## config.mk

```make
export PLATFORM = sky130hd
export DESIGN_NAME = rgb_fade_breathe_driver_core
export DESIGN_NICKNAME = d
export VERILOG_FILES = /design/src/sv/rfb_pkg.sv /design/src/sv/rfb_datapath.sv /design/src/sv/rfb_ctrl.sv /design/src/sv/rgb_fade_breathe_driver_core.sv
export SDC_FILE = /design/constraint.sdc
export NUM_CORES = 1
export LEC_CHECK = 0
export BUFFER_PORTS_ARGS = -buffer_cell sky130_fd_sc_hd__buf_2
export CAP_MARGIN = 5
export CORE_MARGIN = 1.5
export CORE_UTILIZATION = 40
export CTS_BUF_LIST = sky130_fd_sc_hd__clkbuf_16
export CTS_CLUSTER_DIAMETER = 80
export DETAILED_ROUTE_END_ITERATION = 8
export PLACE_DENSITY_LB_ADDON = 0.12
export SLEW_MARGIN = 10
export SYNTH_ARGS = -nofsm -noshare
export SYNTH_HDL_FRONTEND = slang
export SYNTH_SLANG_ARGS = --single-unit
```

## constraint.sdc

```tcl
create_clock -name clk -period 10.3 [get_ports clk]
set_clock_uncertainty 0.05 [all_clocks]
set_input_delay 0 -clock clk [delete_from_list [all_inputs] [get_ports clk]]
set_output_delay 0 -clock clk [all_outputs]
set_load 0.005 [all_outputs]
```

## src/sv/rfb_pkg.sv

```systemverilog
// ============================================================================
// rfb_pkg
// Shared types, constants and the breathing sine table of the RGB fade driver.
// ============================================================================
package rfb_pkg;

    // Width of the breathing phase accumulator and of the sine table address.
    localparam int PHASE_BITS     = 10;
    localparam int SINE_ADDR_BITS = 8;
    localparam int SINE_DEPTH     = 1 << SINE_ADDR_BITS;

    localparam int COLOR_W   = 8;
    localparam int CURRENT_W = 16;
    localparam int FADE_W    = 9;
    localparam int PSTEP_W   = 10;
    localparam int FACTOR_W  = 9;
    localparam int PROD_W    = CURRENT_W + FADE_W;

    localparam int NUM_CH = 3;
    localparam int CH_W   = 2;

    localparam logic [FADE_W-1:0] FADE_FULL       = FADE_W'(256);
    localparam logic [FADE_W-1:0] FADE_STEP_RESET = FADE_W'(8);
    localparam logic [PSTEP_W-1:0] PHASE_STEP_RESET = PSTEP_W'(8);

    // Configuration port.
    localparam int CFG_INDEX_W = 1;
    localparam int CFG_DATA_W  = 10;
    localparam logic [CFG_INDEX_W-1:0] CFG_FADE_STEP  = 1'b0;
    localparam logic [CFG_INDEX_W-1:0] CFG_PHASE_STEP = 1'b1;

    typedef enum logic [1:0] {
        CMD_TICK = 2'd0,
        CMD_SET  = 2'd1,
        CMD_OFF  = 2'd2
    } cmd_code_t;

    typedef struct packed {
        logic [1:0]         cmd;
        logic [COLOR_W-1:0] target_red;
        logic [COLOR_W-1:0] target_green;
        logic [COLOR_W-1:0] target_blue;
        logic               pulse_enable;
    } item_t;

    typedef struct packed {
        logic [COLOR_W-1:0] drive_red;
        logic [COLOR_W-1:0] drive_green;
        logic [COLOR_W-1:0] drive_blue;
    } result_t;

    // Commands from the controller to the datapath, valid for one cycle.
    typedef struct packed {
        logic            set_goal;
        logic            clear;
        logic            phase_adv;
        logic            fade_mul;
        logic            fade_upd;
        logic            drv_mul;
        logic            drv_store;
        logic            load_result;
        logic            zero_result;
        logic [CH_W-1:0] ch;
    } dp_cmd_t;

    typedef logic [FACTOR_W-1:0] sine_rom_t [SINE_DEPTH];

    // Shift-and-subtract quotient, used only while building the table.
    function automatic longint const_div(input longint numer, input longint denom);
        longint quo;
        longint rem;
        quo = 0;
        rem = 0;
        for (int b = 40; b >= 0; b--)
        begin
            rem = (rem << 1) | ((numer >> b) & 1);
            quo = quo << 1;
            if (rem >= denom)
            begin
                rem = rem - denom;
                quo = quo | 1;
            end
        end
        return quo;
    endfunction

    // Breathing factor table: round(256 * (0.6 + 0.4 * s)) with s the
    // rational sine approximation over each half of the table.
    function automatic sine_rom_t build_sine_rom();
        sine_rom_t rom;
        longint    h;
        longint    k;
        longint    u;
        longint    p;
        longint    den;
        longint    num;
        longint    q;
        h = longint'(SINE_DEPTH) >> 1;
        for (int i = 0; i < SINE_DEPTH; i++) begin
            k   = longint'(i);
            u   = (k >= h) ? k - h : k;
            p   = u * (h - u);
            den = 5 * h * h - 4 * p;
            num = (k >= h) ? (3 * den - 32 * p) : (3 * den + 32 * p);
            q   = 5 * den;
            rom[i] = FACTOR_W'(const_div(256 * num + (q >> 1), q));
        end
        return rom;
    endfunction

    localparam sine_rom_t SINE_ROM = build_sine_rom();

    // Top address bits of the phase, zero-filled below when the phase is
    // narrower than the table address.
    function automatic logic [SINE_ADDR_BITS-1:0] rom_addr(
        input logic [PHASE_BITS-1:0] phase
    );
        logic [PHASE_BITS+SINE_ADDR_BITS-1:0] wide;
        wide = {phase, {SINE_ADDR_BITS{1'b0}}};
        return wide[PHASE_BITS+SINE_ADDR_BITS-1 -: SINE_ADDR_BITS];
    endfunction

endpackage

```

## src/sv/rfb_datapath.sv

```systemverilog
// ============================================================================
// rfb_datapath
// Colour state, configuration, phase accumulator and shared multiplier.
// ============================================================================
module rfb_datapath (
    input  logic                                clk,
    input  logic                                rst_n,
    input  rfb_pkg::dp_cmd_t                    cmd,
    input  rfb_pkg::item_t                      item,
    input  logic                                cfg_we,
    input  logic [rfb_pkg::CFG_INDEX_W-1:0]     cfg_index,
    input  logic [rfb_pkg::CFG_DATA_W-1:0]      cfg_data,
    output rfb_pkg::result_t                    result
);

    logic [rfb_pkg::FADE_W-1:0]     fade_step_reg;
    logic [rfb_pkg::PSTEP_W-1:0]    phase_step_reg;
    logic [rfb_pkg::PHASE_BITS-1:0] phase_reg;
    logic                           breathe_reg;
    logic [rfb_pkg::COLOR_W-1:0]    goal_reg [rfb_pkg::NUM_CH];
    logic [rfb_pkg::CURRENT_W-1:0]  cur_reg  [rfb_pkg::NUM_CH];

    logic [rfb_pkg::FACTOR_W-1:0]   factor_reg;
    logic [rfb_pkg::PROD_W-1:0]     prod_reg;
    logic                           dir_reg;
    logic [rfb_pkg::COLOR_W-1:0]    drv_reg [rfb_pkg::NUM_CH];
    rfb_pkg::result_t               result_reg;

    logic [rfb_pkg::CURRENT_W-1:0]  cur_sel;
    logic [rfb_pkg::CURRENT_W-1:0]  tgt;
    logic                           up;
    logic [rfb_pkg::CURRENT_W-1:0]  span;
    logic [rfb_pkg::FADE_W-1:0]     fade_f;
    logic [rfb_pkg::CURRENT_W-1:0]  mul_a;
    logic [rfb_pkg::FADE_W-1:0]     mul_b;
    logic [rfb_pkg::PROD_W-1:0]     mul_p;
    logic [rfb_pkg::PROD_W-1:0]     rounded;
    logic [rfb_pkg::CURRENT_W-1:0]  move;
    logic [rfb_pkg::CURRENT_W-1:0]  cur_next;
    logic [rfb_pkg::FACTOR_W-1:0]   scaled;
    logic [rfb_pkg::COLOR_W-1:0]    drv_next;
    logic [rfb_pkg::PHASE_BITS-1:0] phase_next;

    always_comb
    begin
        cur_sel = cur_reg[cmd.ch];
        tgt     = {goal_reg[cmd.ch], {rfb_pkg::CURRENT_W - rfb_pkg::COLOR_W{1'b0}}};
        up      = tgt >= cur_sel;
        span    = up ? (tgt - cur_sel) : (cur_sel - tgt);
        fade_f  = (fade_step_reg > rfb_pkg::FADE_FULL) ? rfb_pkg::FADE_FULL : fade_step_reg;

        // One multiplier serves both the fade distance and the breathing scale.
        mul_a = cmd.fade_mul ? span : cur_sel;
        mul_b = cmd.fade_mul ? fade_f : factor_reg;
        mul_p = rfb_pkg::PROD_W'(mul_a) * rfb_pkg::PROD_W'(mul_b);

        // Round the move up so that, with a nonzero fade step, the channel always lands on its goal.
        rounded  = prod_reg + rfb_pkg::PROD_W'(255);
        move     = rounded[rfb_pkg::CURRENT_W+7:8];
        cur_next = dir_reg ? (cur_sel + move) : (cur_sel - move);

        scaled = prod_reg[rfb_pkg::PROD_W-1:rfb_pkg::CURRENT_W];
        if (!breathe_reg)
            drv_next = cur_sel[rfb_pkg::CURRENT_W-1:rfb_pkg::CURRENT_W-rfb_pkg::COLOR_W];
        else if (scaled[rfb_pkg::FACTOR_W-1])
            drv_next = '1;
        else
            drv_next = scaled[rfb_pkg::COLOR_W-1:0];

        phase_next = phase_reg + rfb_pkg::PHASE_BITS'(phase_step_reg);
    end

    always_ff @(posedge clk or negedge rst_n)
    begin
        if (!rst_n)
        begin
            fade_step_reg  <= rfb_pkg::FADE_STEP_RESET;
            phase_step_reg <= rfb_pkg::PHASE_STEP_RESET;
            phase_reg      <= '0;
            breathe_reg    <= 1'b0;
            for (int i = 0; i < rfb_pkg::NUM_CH; i++)
            begin
                goal_reg[i] <= '0;
                cur_reg[i]  <= '0;
            end
        end
        else
        begin
            if (cfg_we)
            begin
                case (cfg_index)
                    rfb_pkg::CFG_FADE_STEP:  fade_step_reg  <= cfg_data[rfb_pkg::FADE_W-1:0];
                    rfb_pkg::CFG_PHASE_STEP: phase_step_reg <= cfg_data[rfb_pkg::PSTEP_W-1:0];
                    default: ;
                endcase
            end
            if (cmd.phase_adv)
                phase_reg <= phase_next;
            if (cmd.set_goal)
            begin
                goal_reg[0] <= item.target_red;
                goal_reg[1] <= item.target_green;
                goal_reg[2] <= item.target_blue;
                breathe_reg <= item.pulse_enable;
            end
            if (cmd.clear)
            begin
                breathe_reg <= 1'b0;
                for (int i = 0; i < rfb_pkg::NUM_CH; i++)
                begin
                    goal_reg[i] <= '0;
                    cur_reg[i]  <= '0;
                end
            end
            if (cmd.fade_upd)
                cur_reg[cmd.ch] <= cur_next;
        end
    end

    always_ff @(posedge clk)
    begin
        factor_reg <= rfb_pkg::SINE_ROM[rfb_pkg::rom_addr(phase_reg)];
        if (cmd.fade_mul || cmd.drv_mul)
            prod_reg <= mul_p;
        if (cmd.fade_mul)
            dir_reg <= up;
        if (cmd.drv_store)
            drv_reg[cmd.ch] <= drv_next;
        if (cmd.load_result)
        begin
            result_reg.drive_red   <= drv_reg[0];
            result_reg.drive_green <= drv_reg[1];
            result_reg.drive_blue  <= drv_reg[2];
        end
        else if (cmd.zero_result)
            result_reg <= '0;
    end

    assign result = result_reg;

endmodule

```

## src/sv/rfb_ctrl.sv

```systemverilog
// ============================================================================
// rfb_ctrl
// Sequencer: decodes items, steps the three channels, owns the result handshake.
// ============================================================================
module rfb_ctrl (
    input  logic              clk,
    input  logic              rst_n,
    input  logic              item_valid,
    output logic              item_stall,
    input  logic [1:0]        item_cmd,
    output logic              result_valid,
    input  logic              result_stall,
    output rfb_pkg::dp_cmd_t  cmd
);

    typedef enum logic [2:0] {
        ST_IDLE,
        ST_FADE_MUL,
        ST_FADE_UPD,
        ST_DRV_MUL,
        ST_DRV_STORE,
        ST_EMIT,
        ST_EMIT_ZERO
    } state_t;

    localparam logic [rfb_pkg::CH_W-1:0] LAST_CH = rfb_pkg::CH_W'(rfb_pkg::NUM_CH - 1);

    state_t                    state_reg;
    logic [rfb_pkg::CH_W-1:0]  ch_reg;
    logic                      result_valid_reg;
    logic                      accept;
    logic                      slot_free;
    logic                      emit_now;

    assign item_stall   = (state_reg != ST_IDLE);
    assign accept       = item_valid && (state_reg == ST_IDLE);
    assign slot_free    = !result_valid_reg || !result_stall;
    assign emit_now     = ((state_reg == ST_EMIT) || (state_reg == ST_EMIT_ZERO)) && slot_free;
    assign result_valid = result_valid_reg;

    always_comb
    begin
        cmd    = '0;
        cmd.ch = ch_reg;
        case (state_reg)
            ST_IDLE:
            begin
                if (accept)
                begin
                    cmd.set_goal  = (item_cmd == rfb_pkg::CMD_SET);
                    cmd.phase_adv = (item_cmd == rfb_pkg::CMD_TICK);
                    cmd.clear     = (item_cmd == rfb_pkg::CMD_OFF);
                end
            end
            ST_FADE_MUL:  cmd.fade_mul    = 1'b1;
            ST_FADE_UPD:  cmd.fade_upd    = 1'b1;
            ST_DRV_MUL:   cmd.drv_mul     = 1'b1;
            ST_DRV_STORE: cmd.drv_store   = 1'b1;
            ST_EMIT:      cmd.load_result = slot_free;
            ST_EMIT_ZERO: cmd.zero_result = slot_free;
            default: ;
        endcase
    end

    always_ff @(posedge clk or negedge rst_n)
    begin
        if (!rst_n)
        begin
            state_reg        <= ST_IDLE;
            ch_reg           <= '0;
            result_valid_reg <= 1'b0;
        end
        else
        begin
            if (emit_now)
                result_valid_reg <= 1'b1;
            else if (result_valid_reg && !result_stall)
                result_valid_reg <= 1'b0;
            case (state_reg)
                ST_IDLE:
                begin
                    ch_reg <= '0;
                    if (accept)
                    begin
                        if (item_cmd == rfb_pkg::CMD_TICK)
                            state_reg <= ST_FADE_MUL;
                        else if (item_cmd == rfb_pkg::CMD_OFF)
                            state_reg <= ST_EMIT_ZERO;
                    end
                end
                ST_FADE_MUL:  state_reg <= ST_FADE_UPD;
                ST_FADE_UPD:  state_reg <= ST_DRV_MUL;
                ST_DRV_MUL:   state_reg <= ST_DRV_STORE;
                ST_DRV_STORE:
                begin
                    if (ch_reg == LAST_CH)
                        state_reg <= ST_EMIT;
                    else
                    begin
                        ch_reg    <= ch_reg + rfb_pkg::CH_W'(1);
                        state_reg <= ST_FADE_MUL;
                    end
                end
                ST_EMIT, ST_EMIT_ZERO:
                begin
                    if (slot_free)
                        state_reg <= ST_IDLE;
                end
                default: state_reg <= ST_IDLE;
            endcase
        end
    end

endmodule

```

## src/sv/rgb_fade_breathe_driver_core.sv

```systemverilog
// ============================================================================
// rgb_fade_breathe_driver_core
// RGB pixel driver with exponential colour fade and sine breathing.
// ============================================================================
// Usage: items arrive on the item channel (item_valid / item_stall / item).
// A set item loads the goal colour and the breathing flag and gives no
// result. An off item clears goal, current colour and the flag and gives
// one all-zero result. A tick item advances the breathing phase, moves each
// channel toward its goal and gives one result. After an off or tick item
// the block takes no new item until its result is in the output register.
// The tick sequence is set by the single shared multiplier, which is used
// twice for each of the three colour channels (fade distance, then
// breathing scale), each use followed by a register stage. Code 3 is ignored.
// Results leave on result_valid / result_stall / result through an output
// register: while the receiver stalls, the result holds, and the block may
// still accept and work on the next item, waiting at its end for the slot.
// Reset clears colour state, sets fade_step and phase_step to 8, and drops
// result_valid. Configuration writes (cfg_we, cfg_index, cfg_data) take effect
// at once and are meant for idle periods.
// ============================================================================
module rgb_fade_breathe_driver_core (
    input  logic                                clk,
    input  logic                                rst_n,
    input  logic                                item_valid,
    output logic                                item_stall,
    input  rfb_pkg::item_t                      item,
    output logic                                result_valid,
    input  logic                                result_stall,
    output rfb_pkg::result_t                    result,
    input  logic                                cfg_we,
    input  logic [rfb_pkg::CFG_INDEX_W-1:0]     cfg_index,
    input  logic [rfb_pkg::CFG_DATA_W-1:0]      cfg_data
);

    // Per-cycle commands from the sequencer to the datapath.
    rfb_pkg::dp_cmd_t dp_cmd;

    // The sequencer decodes the command field and walks the channels.
    rfb_ctrl u_ctrl (
        .clk          (clk),
        .rst_n        (rst_n),
        .item_valid   (item_valid),
        .item_stall   (item_stall),
        .item_cmd     (item.cmd),
        .result_valid (result_valid),
        .result_stall (result_stall),
        .cmd          (dp_cmd)
    );

    // The datapath holds all colour state and the result register.
    rfb_datapath u_datapath (
        .clk       (clk),
        .rst_n     (rst_n),
        .cmd       (dp_cmd),
        .item      (item),
        .cfg_we    (cfg_we),
        .cfg_index (cfg_index),
        .cfg_data  (cfg_data),
        .result    (result)
    );

endmodule

```

Word-level counts from Yosys, hierarchy flattened
Memories as Yosys holds them, arrays and structs flattened. A register that Yosys moved wholly into a read port is not among the register bits.
Cells that the tools add are included.
{"block": "op_classes", "addsub": 7, "n_mul": 1, "magnitude_cmp": 4, "eq_ne": 13, "mux": 44, "bitwise": 3, "n_reduce_logical": 21}
{"cell": "16-bit two-way mux", "n": 6}
{"cell": "24-bit two-way mux", "n": 4}
{"cell": "48-bit two-way mux", "n": 2}
{"cell": "48-bit bitwise mux", "n": 1}
{"cell": "16-bit subtractor", "n": 3}
{"cell": "16-bit binary-select mux with 2-bit select", "n": 1}
{"cell": "16-bit demux with 2-bit select", "n": 1}
{"cell": "8-bit two-way mux", "n": 4}
{"cell": "16-bit by 9-bit multiplier with 25-bit output", "n": 1}
{"cell": "24-bit by 8-bit adder with 24-bit output (second input constant)", "n": 1}
{"cell": "3-bit two-way mux", "n": 7}
{"cell": "9-bit two-way mux", "n": 2}
{"cell": "3-bit one-hot mux with 6 select lines", "n": 1}
{"cell": "16-bit adder", "n": 1}
{"cell": "8-bit binary-select mux with 2-bit select", "n": 1}
{"cell": "16-bit >= comparator", "n": 1}
{"cell": "1-bit two-way mux", "n": 12}
{"cell": "10-bit adder", "n": 1}
{"cell": "3-bit == test (second input constant)", "n": 3}
{"cell": "9-bit > comparator (second input constant)", "n": 1}
{"cell": "8-bit NOT with 9-bit output", "n": 1}
{"cell": "2-bit nonzero test", "n": 4}
{"cell": "3-bit by 2-bit == test with 1-bit output (second input constant)", "n": 2}
{"cell": "2-bit AND reduction", "n": 3}
{"cell": "21 further kinds", "n": 29}
{"block": "word_totals", "reg_bits": 158, "ram_bits": 24, "rom_bits": 2304, "in_bits": 43, "out_inout_bits": 26, "elab_cells": 113, "mem_count": 2}
{"name": "(no name shown)", "words": 256, "width": 9, "rd": 1, "rd_ports_with_merged_regs": 1, "write_ports": 0, "line_no": "rfb_datapath.sv:122", "rtl": "factor_reg <= rfb_pkg::SINE_ROM[rfb_pkg::rom_addr(phase_reg)];"}
{"name": "u_datapath.drv_reg", "words": 3, "width": 8, "rd": 3, "rd_ports_with_merged_regs": 0, "write_ports": 1, "line_no": "rfb_datapath.sv:26", "rtl": "logic [rfb_pkg::COLOR_W-1:0] drv_reg [rfb_pkg::NUM_CH];"}

Logic depth before layout (Yosys ltp)
Gate-level depths: netlist of run 1.
{"block": "depth", "ltp_word": 8, "mapped_depth": 36, "depth_no_buf": 33}

By module
Synthesis of run 1 repeated with hierarchy kept, for this count alone.
{"block": "hier_totals", "cells_unflattened": 1890, "hier_area_um2": 16853.7}
{"module": "rfb_datapath", "n_inst": 1, "cells_each": 1842, "area_per_inst_um2": 16439.5, "seq_area_each_um2": 4957.3}
{"module": "rfb_ctrl", "n_inst": 1, "cells_each": 48, "area_per_inst_um2": 414.1, "seq_area_each_um2": 150.1}

Worst setup path before layout of run 1
OpenSTA, ideal clock, no wires.
{"block": "synth_timing", "kind": "register to register", "startpoint": "register u_ctrl.ch_reg[1] (netlist bit)", "endpoint": "register u_datapath.prod_reg[24] (netlist bit), data pin", "setup_time_ps": 207, "arrival_ps": 7971, "required_ps": 10043, "path_slack_ps": 2072, "stages_incl_launch_ff": 31, "path_buffers": 3, "period_less_slack_ps": 8228, "path_cell_list": "dfrtp_1 buf_6 buf_2 buf_1 mux2i_1 nor2_1 a21oi_1 ha_1 nand2_1 nor4b_2 a221oi_2 nor4_4 nor2_8 inv_2 mux2_4 mux2_4 nor3_1 fa_1 fa_1 fa_1 inv_1 fa_1 inv_1 ha_1 a21o_1 a21oi_1 o21ba_2 a31oi_1 o41ai_1 mux2i_1 a2111oi_0"}
{"block": "synth_between", "elab_chain_len": 8, "elab_cells_between_ends": 13, "cone_classes": "add/sub: 2; mul: 1; order compare: 1; mux: 8; bitwise: 1"}
{"item": "from (decl)", "line_no": "rfb_ctrl.sv:29", "rtl": "logic [rfb_pkg::CH_W-1:0] ch_reg;"}
{"item": "from (signal assigned)", "line_no": "rfb_ctrl.sv:100", "rtl": "ch_reg <= ch_reg + rfb_pkg::CH_W'(1);"}
{"item": "2-bit NOT with 3-bit output (implied by the code) (*)", "line_no": "rfb_datapath.sv:46, rfb_datapath.sv:47"}
{"item": "8-bit binary-select mux with 2-bit select / 16-bit binary-select mux with 2-bit select (equally long branches)", "line_no": "rfb_datapath.sv:47, rfb_datapath.sv:46"}
{"item": "8-bit two-way mux (implied by the code) / 16-bit two-way mux (equally long branches) (2 in series)", "line_no": "rfb_datapath.sv:47, rfb_datapath.sv:46"}
{"item": "16-bit >= comparator (*)", "line_no": "rfb_datapath.sv:48", "rtl": "up = tgt >= cur_sel;"}
{"item": "net u_datapath.up", "line_no": "rfb_datapath.sv:31", "rtl": "logic up;"}
{"item": "16-bit two-way mux (*)", "line_no": "rfb_datapath.sv:49", "rtl": "span = up ? (tgt - cur_sel) : (cur_sel - tgt);"}
{"item": "16-bit two-way mux (*)", "line_no": "rfb_datapath.sv:53", "rtl": "mul_a = cmd.fade_mul ? span : cur_sel;"}
{"item": "16-bit by 9-bit multiplier with 25-bit output (*)", "line_no": "rfb_datapath.sv:55", "rtl": "mul_p = rfb_pkg::PROD_W'(mul_a) * rfb_pkg::PROD_W'(mul_b);"}
{"item": "net u_datapath.mul_p, one bit", "line_no": "rfb_datapath.sv:36", "rtl": "logic [rfb_pkg::PROD_W-1:0] mul_p;"}
{"item": "to (signal assigned)", "line_no": "rfb_datapath.sv:124", "rtl": "prod_reg <= mul_p;"}
{"item": "to (decl)", "line_no": "rfb_datapath.sv:24", "rtl": "logic [rfb_pkg::PROD_W-1:0] prod_reg;"}
The timed path passes the listed nets; every way through them passes the cells marked *. The select of a mux whose other input is x is not followed.
A chain may end at the register's enable or synchronous reset.

Final worst setup path of run 1
Same ends and word-level chain as after synthesis.

==> impl_metrics.json, run 1 <==
{
  "async_flop_share_pct": 56.5,
  "slowest_stage": "mux2i_1",
  "critPathMaxStageDelay_ps": 780,
  "post-synth-top-area-cell": "dfrtp_1",
  "clk_path_buf_depth": 2,
  "overflow": 0,
  "cts_buffers": 17,
  "slew_viol_final": 0,
  "ant_nets": 0,
  "grt_pass1_wl_um": 74100,
  "nNetsFinal": 2131,
  "grt_start_max_net_pins": 89,
  "syn_nets": 2077,
  "synth_top_family_by_area": "adder cells",
  "finalHoldViolCount": 0,
  "hpwl_um": 34200,
  "critPathMaxFanout": 24,
  "cts.clk_slew.worst_paths_ps": 90,
  "wl_per_cell_um": 19.2,
  "synth_edf_count": 74,
  "worstHoldPathType": "input pin to flop",
  "post-route-drc-count": 0,
  "start_util_pct": 40.5,
  "port_buffers": 68,
  "post-synth-top-area-fraction_pct": 16.1,
  "drive_gt1_share_pct": 10.0,
  "crit_arrival_ps": 9420,
  "synthAdderAreaFrac_pct": 20.2,
  "synth_ff_type": "dfrtp_1",
  "startpoint_type": "flop",
  "final-setup-viol-count": 0,
  "largest_reg_flops": 48,
  "wirelength_um": 46600,
  "antenna_found_initial": 0,
  "status": "completed",
  "cp.required_ps": 10490,
  "vias": 13601,
  "synth-compound-area-share_pct": 18.1,
  "drtIter0Drc": 1124,
  "grt_pass1_vias": 13246,
  "syn-mean-instance-area_sq_um": 9.04,
  "synth-simple-area-share_pct": 16.1,
  "h-tree-depth": 4,
  "yosys_warnings": 0,
  "die_h_um": 206,
  "cts_tree": "yes",
  "syn_to_final_growth_pct": 11.4,
  "synthCells": 1829,
  "ioPinCount": 69,
  "ys_seq_elements": 191,
  "synth_cell_types": 82,
  "maxCapViolations": 0,
  "dieArea_sq_um": 42500,
  "netlist_area_sq_um": 16500,
  "seq_area_frac_synth_pct": 30.9,
  "cts_setup_buffers": 0,
  "grt.total_usage_pct": 22.6,
  "clkLatencyLatePin_ps": 470,
  "gp_congestion": 0.874,
  "synthXorXnorAreaFrac_pct": 3.76,
  "clock-sinks": 191,
  "fmax_mhz": 108,
  "worstMarginPinSlew_ps": 1120,
  "finalCritPeriodShare_pct": 89.6,
  "core-area_sq_um": 40800,
  "row_count": 74,
  "fp.dieW_um": 206,
  "tns_ps": 0,
  "synth.mux.area_fraction_pct": 4.58,
  "rsz0062_at_grt": "no",
  "crit_path_frequent_cell": "fa_1",
  "antenna_cells": 0,
  "synth.most_common_cell": "nand2_1",
  "worstSetupPathType": "flop to flop",
  "slew_headroom_pct": 25.3,
  "end_kind": "flop",
  "via_per_inst": 5.60,
  "synthTopCellsByArea": "dfrtp_1, edfxtp_1, fa_1, ha_1, nand2_1",
  "synth_common_cells": "nand2_1, inv_1, nor2_1",
  "root_buffer": "clkbuf_16",
  "min_period_ps": 9230,
  "firstDrtPassIters": 8
}
-- cell type report --
class	count	area, sq um
clock buffers	17	425
clock inverters	15	209
fillers	3942	22400
inverters	175	657
multi-input cells	1363	10400
flip-flops and latches	191	5110
well taps	532	666
repair buffers	135	943
-- final timing paths --
kind                                        startpoint                          end  slack, ps  cells after the start
max                                   u_ctrl.ch_reg[1]      u_datapath.prod_reg[24]       1070                     30
max reg2reg                           u_ctrl.ch_reg[1]      u_datapath.prod_reg[24]       1070                     30
max in group asynchronous                        rst_n       u_datapath.cur_reg[35]       8830                      3
min in group asynchronous                        rst_n       u_datapath.goal_reg[4]         90                      2
min                                          cfg_index  u_datapath.fade_step_reg[3]         40                      3
min reg2reg                u_datapath.fade_step_reg[1]  u_datapath.fade_step_reg[1]        460                      1
-- worst max-delay path: cells and delay by family, from the launching register on --
family | cells | cell delay, ps
simple gates | 5 | 1280
buf+inv | 6 | 970
fa+ha+maj | 6 | 2600
mux | 4 | 1490
flops | 1 | 530
compound gates | 9 | 2040
-- cells in the final DEF, fill, tap and decap left out, types with 7 or more instances in the layout --
master,instances
nand2_1,181
inv_1,173
nor2_1,158
a21oi_1,108
ha_1,103
dfrtp_1,103
fa_1,102
o21ai_0,99
edfxtp_1,74
buf_2,67
o22ai_1,54
xnor2_1,46
dlygate4sd3_1,39
mux2i_1,37
nand2b_1,37
nand3_1,34
nor3_1,31
buf_4,29
and2_1,27
a22o_1,27
xor2_1,25
a21o_1,22
mux2_2,22
or3_1,20
a211oi_1,17
nor3b_1,17
clkbuf_16,17
a31oi_1,12
o211ai_1,11
nor2b_1,10
o31ai_1,10
o21bai_1,9
dfxtp_1,9
or2_2,8
o311ai_0,8
nand4_1,7
and3_1,7
-- routing by layer --
layer,GRT usage [%],vias to the layer above,wire (um)
met3,2.46,45,1570
li1,-,6496,-
met4,6.75,0,945
met5,0,-,0
met1,31.2,6735,21900
met2,37.2,325,22200
-- per-stage QoR --
step	hold slack (ps)	utilization (%)	area (sq um)	std cells	setup WS, ps
after global routing	61.2	45.1	18400	2428	492
after global placement	1.04	42.6	17400	2357	1340
after CTS	14.8	45.1	18400	2428	1170
after detailed placement	7.27	42.6	17400	2357	1210
after floorplan	-346	-	16500	1829	2070
final	42.9	45.1	18400	2428	1070
-- cells by family (layout without fill, tap and decap cells) --
family | after synthesis | count (layout)
AOI/OAI and AO/OA | 459 | 459
DFF | 191 | 191
adders and majority gates | 205 | 205
xor gates and xnor gates | 71 | 71
muxes | 67 | 67
buffers and inverters | 275 | 342
and+or+nand+nor | 561 | 561
-- repair_timing --
item / CTS / global route
gates resized for setup: 0 / 0
hold buffers: 39 / 0
endpoints found under the hold margin: 92 / 0
Power of run 1 is not shown: default switching activity piles up to over one toggle a cycle in this logic, so the estimate is an artifact.
==> inputs of run 2 (changes only) <==
Settings changed: GPL_TIMING_DRIVEN set to 0.
==> impl_metrics.json, run 2 (synthesized netlist as in run 1, its figures left out) <==
{
  "layout_commonest_cell": "nand2_1",
  "gp_congestion": 0.939,
  "critPathMaxStageDelay_ps": 590,
  "largest_reg_flops": 48,
  "wl_per_cell_um": 20.5,
  "clkLatencyLatePin_ps": 450,
  "end_kind": "flop",
  "overflow": 0,
  "clk_path_buf_depth": 2,
  "cp.required_ps": 10430,
  "slowest_stage": "nor4_4",
  "dieArea_sq_um": 42500,
  "slew_headroom_pct": 23.2,
  "rsz0062_at_grt": "no",
  "fin_hold_ws_ps": 7.48,
  "grt.total_usage_pct": 25.1,
  "critPathMaxFanout": 10,
  "status": "completed",
  "final-setup-viol-count": 0,
  "finalCritPeriodShare_pct": 92.6,
  "die_h_um": 206,
  "grt_pass1_vias": 14563,
  "antenna_found_initial": 0,
  "root_buffer": "clkbuf_16",
  "antenna_cells": 0,
  "cts.clk_slew.worst_paths_ps": 80,
  "start_util_pct": 40.5,
  "finalHoldViolCount": 0,
  "hpwl_um": 39900,
  "h-tree-depth": 4,
  "min_period_ps": 9540,
  "fp.dieW_um": 206,
  "placed_cells": 2432,
  "maxCapViolations": 0,
  "firstDrtPassIters": 5,
  "critPathBufInv": 7,
  "post-route-drc-count": 0,
  "fmax_mhz": 105,
  "ant_nets": 0,
  "worstHoldPathType": "input pin to asynchronous set/reset pin",
  "startpoint_type": "flop",
  "grt_start_max_net_pins": 68,
  "wirelength_um": 51300,
  "final_cell_mix": "nand2_1, inv_1, nor2_1",
  "drtIter0Drc": 1051,
  "cts_tree": "yes",
  "crit_arrival_ps": 9670,
  "clock-sinks": 191,
  "grt_pass1_wl_um": 81800,
  "row_count": 74,
  "cp_top_family": "adder cells",
  "ioPinCount": 69,
  "cts_buffers": 17,
  "slew_viol_final": 0,
  "vias": 14155,
  "instances_no_fill": 2503,
  "port_buffers": 68,
  "nNetsFinal": 2206,
  "syn_to_final_growth_pct": 13.0,
  "core-area_sq_um": 40800,
  "worstSetupPathType": "flop to flop",
  "via_per_inst": 5.66,
  "drive_gt1_share_pct": 8.73,
  "nFillCells": 3983,
  "worstMarginPinSlew_ps": 1150
}
run 2: cell type report:
| type | count | area, sq um | share of cell area [%] |
|---|---|---|---|
| Buffer | 99 | 392 | 2.10 |
| Clock buffer | 17 | 425 | 2.28 |
| Clock inverter | 15 | 176 | 0.945 |
| Inverter | 175 | 657 | 3.52 |
| Multi-Input combinational cell | 1363 | 10400 | 55.9 |
| Sequential cell | 191 | 5110 | 27.4 |
| Tap cell | 532 | 666 | 3.56 |
| Timing Repair Buffer | 111 | 805 | 4.31 |
run 2: routing by layer:
layer  vias to the layer above  GRT usage (%)  share of wire [%]
li1                       6649              -                  -
met1                      7003           33.2                 45
met2                       418           42.8                 48
met3                        85           2.79                4.5
met4                         0           8.20                2.5
met5                         -              0                  0
run 2: repair_timing:
action / in CTS / in global routing
gates resized for setup: 3 / 9
hold buffers: 40 / 0
hold endpoints to repair: 164 / 0
setup buffers: 0 / 0
setup endpoints to repair: 1 / 2
run 2: worst paths after layout:
path                            depth (start not counted)               startpoint  slack, ps                 endpoint
worst max-delay path                                   32         u_ctrl.ch_reg[0]        760  u_datapath.prod_reg[23]
worst min-delay path                                    2                    rst_n          7   u_datapath.cur_reg[14]
worst max register to register                         32         u_ctrl.ch_reg[0]        760  u_datapath.prod_reg[23]
worst min register to register                          1  u_datapath.goal_reg[21]        460  u_datapath.goal_reg[21]
max in group asynchronous                               3                    rst_n       9350      u_ctrl.result_valid
min in group clk                                        4                 item[25]         90      u_ctrl.state_reg[0]
run 2: per-stage QoR:
stage / setup WS (ps) / utilization, % / instance area [sq um] / TNS, ps
4_1_cts: 51.3 / 45.6 / 18600 / 0
2_1_floorplan: 2070 / - / 16500 / 0
5_1_grt: 98.1 / 45.7 / 18700 / 0
6_report: 763 / 45.7 / 18700 / 0
3_3_place_gp: -225 / 42.9 / 17500 / -225
3_5_place_dp: -210 / 43.1 / 17600 / -210
Power of run 2 is left out for the same reason.
